File: src/als_pkg.sv
// Shared types and constants for the addressable LED line serializer.
// Holds the input, result and register word structs and the register indexes.
// No dependencies.
package als_pkg;

	localparam int unsigned CFG_IDX_W = 2;

	// Configuration register indexes
	localparam logic [CFG_IDX_W-1:0] REG_ONE_HIGH  = 2'd0;
	localparam logic [CFG_IDX_W-1:0] REG_ZERO_HIGH = 2'd1;
	localparam logic [CFG_IDX_W-1:0] REG_PERIOD    = 2'd2;
	localparam logic [CFG_IDX_W-1:0] REG_LATCH     = 2'd3;

	// Register reset values
	localparam logic [15:0] ONE_HIGH_RST  = 16'd38;
	localparam logic [15:0] ZERO_HIGH_RST = 16'd19;
	localparam logic [15:0] PERIOD_RST    = 16'd60;
	localparam logic [19:0] LATCH_RST     = 20'd2880;

	// Command codes
	localparam logic CMD_TICK = 1'b0;
	localparam logic CMD_LOAD = 1'b1;

	typedef struct packed {
		logic       command;
		logic [7:0] data_byte;
		logic       last_byte;
	} in_word_t;

	typedef struct packed {
		logic line_level;
		logic ready_res;
		logic busy_res;
		logic refused;
	} out_word_t;

	typedef struct packed {
		logic [15:0] one_high_ticks;
		logic [15:0] zero_high_ticks;
		logic [15:0] bit_period_ticks;
		logic [19:0] latch_ticks;
	} cfg_regs_t;

endpackage

File: src/als_cfg.sv
// Configuration register file of the LED line serializer.
// Depends on als_pkg for the register struct, indexes and reset values.
module als_cfg
	import als_pkg::*;
(
	input  logic                 clk,
	input  logic                 arst_n,
	input  logic                 cfg_valid,
	output logic                 cfg_ready,
	input  logic [CFG_IDX_W-1:0] cfg_index,
	input  logic [31:0]          cfg_data,
	output cfg_regs_t            regs
);

	cfg_regs_t regs_q;

	// Always take a write
	assign cfg_ready = 1'b1;
	assign regs      = regs_q;

	// Decode the index and store the word
	always_ff @(posedge clk or negedge arst_n) begin
		if (!arst_n) begin
			regs_q.one_high_ticks   <= ONE_HIGH_RST;
			regs_q.zero_high_ticks  <= ZERO_HIGH_RST;
			regs_q.bit_period_ticks <= PERIOD_RST;
			regs_q.latch_ticks      <= LATCH_RST;
		end else if (cfg_valid) begin
			case (cfg_index)
				REG_ONE_HIGH:  regs_q.one_high_ticks   <= cfg_data[15:0];
				REG_ZERO_HIGH: regs_q.zero_high_ticks  <= cfg_data[15:0];
				REG_PERIOD:    regs_q.bit_period_ticks <= cfg_data[15:0];
				REG_LATCH:     regs_q.latch_ticks      <= cfg_data[19:0];
				default: begin
				end
			endcase
		end
	end

endmodule

File: src/als_core.sv
// Bit sequencer of the LED line serializer: holding register, shifter and
// phase counter, advanced by one tick per accepted word.
// Depends on als_pkg for the word structs and command codes.
module als_core
	import als_pkg::*;
(
	input  logic      clk,
	input  logic      arst_n,
	input  logic      acc,
	input  in_word_t  in_word,
	input  cfg_regs_t cfg,
	output out_word_t res
);

	typedef enum logic [1:0] {
		PH_IDLE  = 2'd0,
		PH_HIGH  = 2'd1,
		PH_LOW   = 2'd2,
		PH_LATCH = 2'd3
	} phase_t;

	phase_t      phase_q, phase_d;
	logic [7:0]  shift_q, shift_d;
	logic [3:0]  bits_left_q, bits_left_d;
	logic [19:0] count_q, count_d;
	logic        cur_last_q, cur_last_d;
	logic [7:0]  held_byte_q, held_byte_d;
	logic        held_valid_q, held_valid_d;
	logic        held_last_q, held_last_d;
	logic        load;
	logic [15:0] hi;
	logic [19:0] count_inc;

	// Work out one tick of the waveform
	always_comb begin
		load         = (in_word.command == CMD_LOAD);
		phase_d      = phase_q;
		shift_d      = shift_q;
		bits_left_d  = bits_left_q;
		count_d      = count_q;
		cur_last_d   = cur_last_q;
		held_byte_d  = held_byte_q;
		held_valid_d = held_valid_q;
		held_last_d  = held_last_q;
		res.refused  = load & held_valid_q;

		// Take a load into the holding register unless it is full
		if (load && !held_valid_q) begin
			held_byte_d  = in_word.data_byte;
			held_last_d  = in_word.last_byte;
			held_valid_d = 1'b1;
		end

		// Move the held byte into the shifter when idle
		if (phase_q == PH_IDLE && held_valid_d) begin
			shift_d      = held_byte_d;
			cur_last_d   = held_last_d;
			held_valid_d = 1'b0;
			bits_left_d  = 4'd8;
			count_d      = '0;
			hi           = held_byte_d[7] ? cfg.one_high_ticks : cfg.zero_high_ticks;
			phase_d      = (hi == '0) ? PH_LOW : PH_HIGH;
		end

		res.line_level = (phase_d == PH_HIGH);
		res.busy_res   = (phase_d != PH_IDLE);

		// Advance the phase counter
		hi        = shift_d[7] ? cfg.one_high_ticks : cfg.zero_high_ticks;
		count_inc = count_d + 20'd1;
		case (phase_d)
			PH_HIGH, PH_LOW: begin
				count_d = count_inc;
				if (count_inc >= {4'd0, cfg.bit_period_ticks}) begin
					shift_d     = {shift_d[6:0], 1'b0};
					bits_left_d = bits_left_d - 4'd1;
					count_d     = '0;
					if (bits_left_d == 4'd0) begin
						phase_d = cur_last_d ? PH_LATCH : PH_IDLE;
					end else begin
						hi      = shift_d[7] ? cfg.one_high_ticks : cfg.zero_high_ticks;
						phase_d = (hi == '0) ? PH_LOW : PH_HIGH;
					end
				end else if (phase_d == PH_HIGH && count_inc >= {4'd0, hi}) begin
					phase_d = PH_LOW;
				end
			end
			PH_LATCH: begin
				count_d = count_inc;
				if (count_inc >= cfg.latch_ticks) begin
					count_d = '0;
					phase_d = PH_IDLE;
				end
			end
			default: begin
			end
		endcase

		res.ready_res = ~held_valid_d;
	end

	// Hold the sequencer state between words
	always_ff @(posedge clk or negedge arst_n) begin
		if (!arst_n) begin
			phase_q      <= PH_IDLE;
			shift_q      <= '0;
			bits_left_q  <= '0;
			count_q      <= '0;
			cur_last_q   <= 1'b0;
			held_valid_q <= 1'b0;
			held_last_q  <= 1'b0;
		end else if (acc) begin
			phase_q      <= phase_d;
			shift_q      <= shift_d;
			bits_left_q  <= bits_left_d;
			count_q      <= count_d;
			cur_last_q   <= cur_last_d;
			held_valid_q <= held_valid_d;
			held_last_q  <= held_last_d;
		end
	end

	// The held byte needs no reset: it is read only while marked valid
	always_ff @(posedge clk) begin
		if (acc) begin
			held_byte_q <= held_byte_d;
		end
	end

`ifndef SYNTHESIS
	a_refuse_full: assert property (@(posedge clk) disable iff (!arst_n)
		acc && res.refused |-> held_valid_q)
		else $error("load refused with empty holding register");

	a_idle_no_bits: assert property (@(posedge clk) disable iff (!arst_n)
		phase_q == PH_IDLE |-> bits_left_q == 4'd0)
		else $error("idle with bits still to send");

	a_hold_while_busy: assert property (@(posedge clk) disable iff (!arst_n)
		acc && load && !held_valid_q && phase_q != PH_IDLE && phase_q != PH_LATCH
		&& bits_left_q > 4'd1 |=> held_valid_q)
		else $error("byte loaded mid-frame was not held");

	a_line_busy: assert property (@(posedge clk) disable iff (!arst_n)
		acc && res.line_level |=> phase_q != PH_IDLE || bits_left_q == 4'd0)
		else $error("line driven high outside a bit");
`endif

endmodule

File: src/als_skid.sv
// Two-entry result buffer of the LED line serializer: an output register and
// a skid register that parts the result channel from the input channel.
// Depends on als_pkg for the result word struct.
module als_skid
	import als_pkg::*;
(
	input  logic      clk,
	input  logic      arst_n,
	input  logic      push,
	input  out_word_t push_word,
	output logic      full,
	output logic      out_valid,
	input  logic      out_stall,
	output out_word_t out_data
);

	out_word_t main_q, skid_q;
	logic      main_valid_q, skid_valid_q;
	logic      pop;

	assign pop       = main_valid_q & ~out_stall;
	assign full      = skid_valid_q;
	assign out_valid = main_valid_q;
	assign out_data  = main_q;

	// Track which entries hold a word
	always_ff @(posedge clk or negedge arst_n) begin
		if (!arst_n) begin
			main_valid_q <= 1'b0;
			skid_valid_q <= 1'b0;
		end else if (pop) begin
			if (skid_valid_q) begin
				skid_valid_q <= 1'b0;
			end else begin
				main_valid_q <= push;
			end
		end else if (push) begin
			if (main_valid_q) begin
				skid_valid_q <= 1'b1;
			end else begin
				main_valid_q <= 1'b1;
			end
		end
	end

	// Move the payload
	always_ff @(posedge clk) begin
		if (pop) begin
			if (skid_valid_q) begin
				main_q <= skid_q;
			end else if (push) begin
				main_q <= push_word;
			end
		end else if (push) begin
			if (main_valid_q) begin
				skid_q <= push_word;
			end else begin
				main_q <= push_word;
			end
		end
	end

`ifndef SYNTHESIS
	a_skid_implies_main: assert property (@(posedge clk) disable iff (!arst_n)
		skid_valid_q |-> main_valid_q)
		else $error("skid entry filled ahead of output entry");

	a_skid_holds: assert property (@(posedge clk) disable iff (!arst_n)
		skid_valid_q && out_stall |=> skid_valid_q && $stable(skid_q))
		else $error("skid word lost while stalled");

	a_no_push_full: assert property (@(posedge clk) disable iff (!arst_n)
		main_valid_q && skid_valid_q && out_stall |=> main_valid_q && skid_valid_q)
		else $error("full buffer changed while stalled");
`endif

endmodule

File: src/addressable_led_serializer.sv
// Top level of the addressable LED line serializer.
// Depends on als_pkg, als_cfg, als_core and als_skid.
//
// Usage:
//   Input channel (in_valid, in_stall, in_data): each word is one clock tick
//   of the LED waveform; command selects a plain tick or a byte load, with
//   data_byte and last_byte carried alongside. A word is taken at an edge
//   with in_valid high and in_stall low.
//   Result channel (out_valid, out_stall, out_data): exactly one result word
//   per input word, in order, with the line level, holding register state,
//   busy flag and refusal flag for that tick.
//   Configuration (cfg_valid, cfg_ready, cfg_index, cfg_data): write the bit
//   timing and latch length while no frame is running; cfg_ready is always 1.
// Throughput: one input word per cycle while in_stall is low; the sequencer
//   steps in a single pass from its state registers, so a tick follows a tick in the next cycle.
// Result path: a result is registered in the result buffer and shows on out_valid.
// Stall: a two-entry result buffer absorbs one stalled result; with both
//   entries full, in_stall rises until the receiver takes a word.
// Reset: arst_n clears the sequencer to idle with an empty holding register,
//   empties the result buffer and restores the default timing registers.
module addressable_led_serializer
	import als_pkg::*;
(
	input  logic                 clk,
	input  logic                 arst_n,
	input  logic                 in_valid,
	output logic                 in_stall,
	input  in_word_t             in_data,
	output logic                 out_valid,
	input  logic                 out_stall,
	output out_word_t            out_data,
	input  logic                 cfg_valid,
	output logic                 cfg_ready,
	input  logic [CFG_IDX_W-1:0] cfg_index,
	input  logic [31:0]          cfg_data
);

	cfg_regs_t cfg;
	out_word_t res;
	logic      acc;
	logic      full;

	// Accept a word whenever the skid entry is free
	assign in_stall = full;
	assign acc      = in_valid & ~full;

	als_cfg u_cfg (
		.clk       (clk),
		.arst_n    (arst_n),
		.cfg_valid (cfg_valid),
		.cfg_ready (cfg_ready),
		.cfg_index (cfg_index),
		.cfg_data  (cfg_data),
		.regs      (cfg)
	);

	als_core u_core (
		.clk     (clk),
		.arst_n  (arst_n),
		.acc     (acc),
		.in_word (in_data),
		.cfg     (cfg),
		.res     (res)
	);

	als_skid u_skid (
		.clk       (clk),
		.arst_n    (arst_n),
		.push      (acc),
		.push_word (res),
		.full      (full),
		.out_valid (out_valid),
		.out_stall (out_stall),
		.out_data  (out_data)
	);

endmodule
File: config.mk
export PLATFORM = sky130hd
export DESIGN_NAME = addressable_led_serializer
export DESIGN_NICKNAME = d
export VERILOG_FILES = /design/src/als_pkg.sv /design/src/als_cfg.sv /design/src/als_core.sv /design/src/als_skid.sv /design/src/addressable_led_serializer.sv
export SDC_FILE = /design/constraint.sdc
export NUM_CORES = 1
export LEC_CHECK = 0
export ABC_AREA = 1
export BUFFER_PORTS_ARGS = -buffer_cell sky130_fd_sc_hd__buf_2
export CORE_MARGIN = 3
export CORE_UTILIZATION = 38
export DETAILED_ROUTE_END_ITERATION = 10
export GPL_TIMING_DRIVEN = 0
export PLACE_DENSITY = 0.52
export RECOVER_POWER = 50
export SYNTH_ARGS = -nofsm -noshare
export SYNTH_HDL_FRONTEND = slang
export SYNTH_SLANG_ARGS = --single-unit
File: constraint.sdc
create_clock -name clk -period 7.1 [get_ports clk]
set_clock_uncertainty 0.15 [all_clocks]
set_input_delay 1.065 -clock clk [delete_from_list [all_inputs] [get_ports clk]]
set_output_delay 1.065 -clock clk [all_outputs]
set_load 0.02 [all_outputs]
==> impl_metrics.csv <==
group,metric,value,unit
routing,wl_per_cell,14.7,µm
power,powerDensity,461,nW/µm²
placed_design,io_buffers,42,
synth,yosys_warnings,0,
synth,ys_async_sr_fraction,87.0,%
sta,setup_violations,0,
clock_tree,clock_latency,0.43,ns
sta,relSlewSlack,-145,%
routing,vias_per_cell,4.79,
synth,ys.flop_type,"dfrtp_1",
clock_tree,holdBufCountCts,0,
global_route,grt-ovfl-total,0,
floorplanning,io_pins,56,
setup_path,crit_fanout,10,
setup_path,startpoint,"in_data[9]",
floorplanning,core_area,19800,µm²
routing,drt-initial-drc-count,323,
global_route,grt_start_max_net_pins,77,
setup_path,startpoint_type,"primary input",
synth,postSynthNetCount,1114,
final_layout,final_common_cell,"nand2_1",
clock_tree,cts_root_buf,"clkbuf_16",
power,vdd_drop_max,0.000202,V
clock_tree,cts_buffer_depth,2,
sta,hold_violations,0,
final_layout,nets,1176,
routing,drt_wl_total,19.7,mm
setup_path,crit_family,"buffers and inverters",
synth,syn_inst,1007,
final_layout,drive_above_1_share,13.0,%
run,maxCapViolCount,2,
synth,synth_seq_cells,123,
outcome,status,"finished, violations left",
clock_tree,cts_tree,"yes",
sta,fmax,0.154,GHz
clock_tree,ctsResizeCount,0,
final_layout,area.sequential,3180,µm²
power,leakage,4.42,nW
floorplanning,start_util,39.3,%
global_route,first_global_vias,6391,
placed_design,gp_congestion,0.846,
clock_tree,cts_buffers,17,
setup_path,crit_path_top_delay_cell,"clkbuf_1",
sta,rsz0062_at_grt,"no",
setup_path,timing.rr.start,"u_core.held_valid_q",
setup_path,cpPeakStageDelay,0.50,ns
global_route,use_met2,31.8,%
synth,syn_avg_cell_area,7.72,µm²
setup_path,cp.arrival,6.67,ns
sta,worst_pin_slew,3.68,ns
global_route,antenna_found_initial,0,
synth,ys_seq_area_share,40.9,%
placed_design,dpl_cell_area,8350,µm²
min_path,min_from,"u_cfg.regs[2]",
routing,vias,6457,
sta,period_needed,6.47,ns
global_route,grt_util_met1,24.5,%
final_layout,areaGrowthSynthToFinish,15.1,%
synth,netlist_area,7770,µm²
sta,drv_slew,110,
setup_path,required,7.30,ns
synth,yosysUniqueCellTypes,46,
setup_path,crit_buf_inv,9,
routing,firstDrtPassIters,5,
global_route,grt_busiest_layer,"met2",
final_layout,final_cell_mix,"nand2_1, inv_1, o21ai_0",
final_layout,fillCellCount,2059,
clock_tree,clk_pin_slew,0.06,ns
final_layout,multi_input_area,3830,µm²
clock_tree,cts_sinks,123,
routing,route.detailed.drc,0,
setup_path,critical_path.endpoint_type,"flip-flop",
final_layout,final_area,8940,µm²
sta,tns,0,ns
min_path,hold_path_class,"reg2reg",
outcome,violations,"capacitance limit, slew limit",
floorplanning,rows,51,
final_layout,fin_util,45.2,%
clock_tree,cts_htree_levels,4,
floorplanning,die_area,22200,µm²
global_route,grt_pass1_wl,32.7,mm
global_route,met3_usage,3.83,%
floorplanning,die_y,149,µm
placed_design,preCtsSetupSlack,0.0776,ns
sta,period_share,91.2,%
global_route,grtUsageTotal,18.7,%
sta,setup_slack,0.627,ns
routing,final_antenna_net_count,0,
final_layout,num_antenna_cells,0,
clock_tree,cts_setup_buffers,0,
setup_path,critPathKind,"in2reg",
placed_design,dpl.hpwl,14.7,mm
synth,synth_edf_count,16,
floorplanning,die_x,149,µm
==> worst register-to-register path, delay by kind of cell (launching register included) <==
family | cells | cell delay (ns)
AO/OA/AOI/OAI | 4 | 0.59
XOR/XNOR | 1 | 0.24
adder cells (fa/ha/maj) | 2 | 0.50
buffers and inverters | 8 | 2.13
flip-flops | 1 | 0.40
AND/OR/NAND/NOR | 13 | 2.07
==> layer usage <==
layer,vias up,part of all wire (%)
met1,2968,47
met2,103,48
met3,18,3.5
li1,3368,-
met4,0,1.4
met5,-,0
==> synthesized netlist by cell type, types with 3 or more instances <==
library cell / n / area share, %
a21oi_1: 39 / 2.5
a21oi_2: 10 / 1.1
a31oi_1: 4 / 0.32
clkbuf_1: 29 / 1.4
dfrtp_1: 93 / 30
dfstp_2: 14 / 4.7
edfxtp_1: 16 / 6.2
ha_1: 58 / 9.3
inv_1: 150 / 7.2
inv_2: 3 / 0.14
mux2_2: 8 / 1.2
nand2_1: 228 / 11
nand2_2: 5 / 0.40
nand3_1: 41 / 2.6
nand3_2: 3 / 0.39
nand4_1: 14 / 1.1
nor2_1: 91 / 4.4
nor2_2: 16 / 1.3
nor2_4: 3 / 0.43
nor3_1: 4 / 0.26
o21a_1: 4 / 0.39
o21ai_0: 130 / 8.4
o21ai_1: 3 / 0.19
xnor2_1: 7 / 0.79
xor2_1: 7 / 0.79
==> stage by stage <==
step | std cells | hold WS (ns) | power (mW)
global placement | 1314 | 0.312 | 3.19
CTS | 1347 | 0.338 | 4.18
global route | 1347 | 0.361 | 4.55
detailed placement | 1315 | 0.323 | 3.22
finish | 1347 | 0.333 | 4.12
floorplan | 1007 | 0.291 | 2.66
==> kinds of logic (layout without fill, tap and decap cells) <==
kind of cell,after synthesis,after routing,share of synthesized area [%]
buffers and inverters,190,265,9.74
other,1,1,0.0483
flip-flops,123,123,40.9
multiplexers,10,10,1.42
XOR/XNOR,14,14,1.58
AO/OA/AOI/OAI,198,198,13.9
adder cells (fa/ha/maj),58,58,9.34
AND/OR/NAND/NOR,413,413,23.1
==> power by group <==
group | internal [mW] | switching (mW)
combinational | 0.744 | 1.36
sequential | 0.942 | 0.147
clock | 0.586 | 0.345
==> worst paths after layout <==
check	to	slack (ns)	cells past startpoint
min in group asynchronous	u_core.shift_q[5]	1.03	1
hold / removal	u_cfg.regs[2]	0.33	2
hold reg to reg	u_cfg.regs[2]	0.33	2
setup / recovery	u_core.count_q[8]	0.63	29
setup reg to reg	u_core.count_q[8]	0.97	28
max in group asynchronous	u_cfg.regs[14]	1.14	2
==> final cells by class <==
type / count / area share (%)
Multi-Input combinational cell: 694 / 42.9
Sequential cell: 123 / 35.5
Inverter: 153 / 6.42
Clock buffer: 20 / 5.23
Tap cell: 265 / 3.71
Timing Repair Buffer: 43 / 2.41
Buffer: 37 / 2.04
Clock inverter: 12 / 1.80
==> state kept, by name, summed over array words and instances, names as in the netlist, 2 cells and up <==
name	cells
u_core.shift_q	8
u_skid.skid_q	4
u_core.held_byte_q	8
u_core.bits_left_q	4
u_cfg.regs	68
u_core.count_q	20
u_skid.out_data	4
u_core.phase_q	2
(Power assumes the default switching activity.)
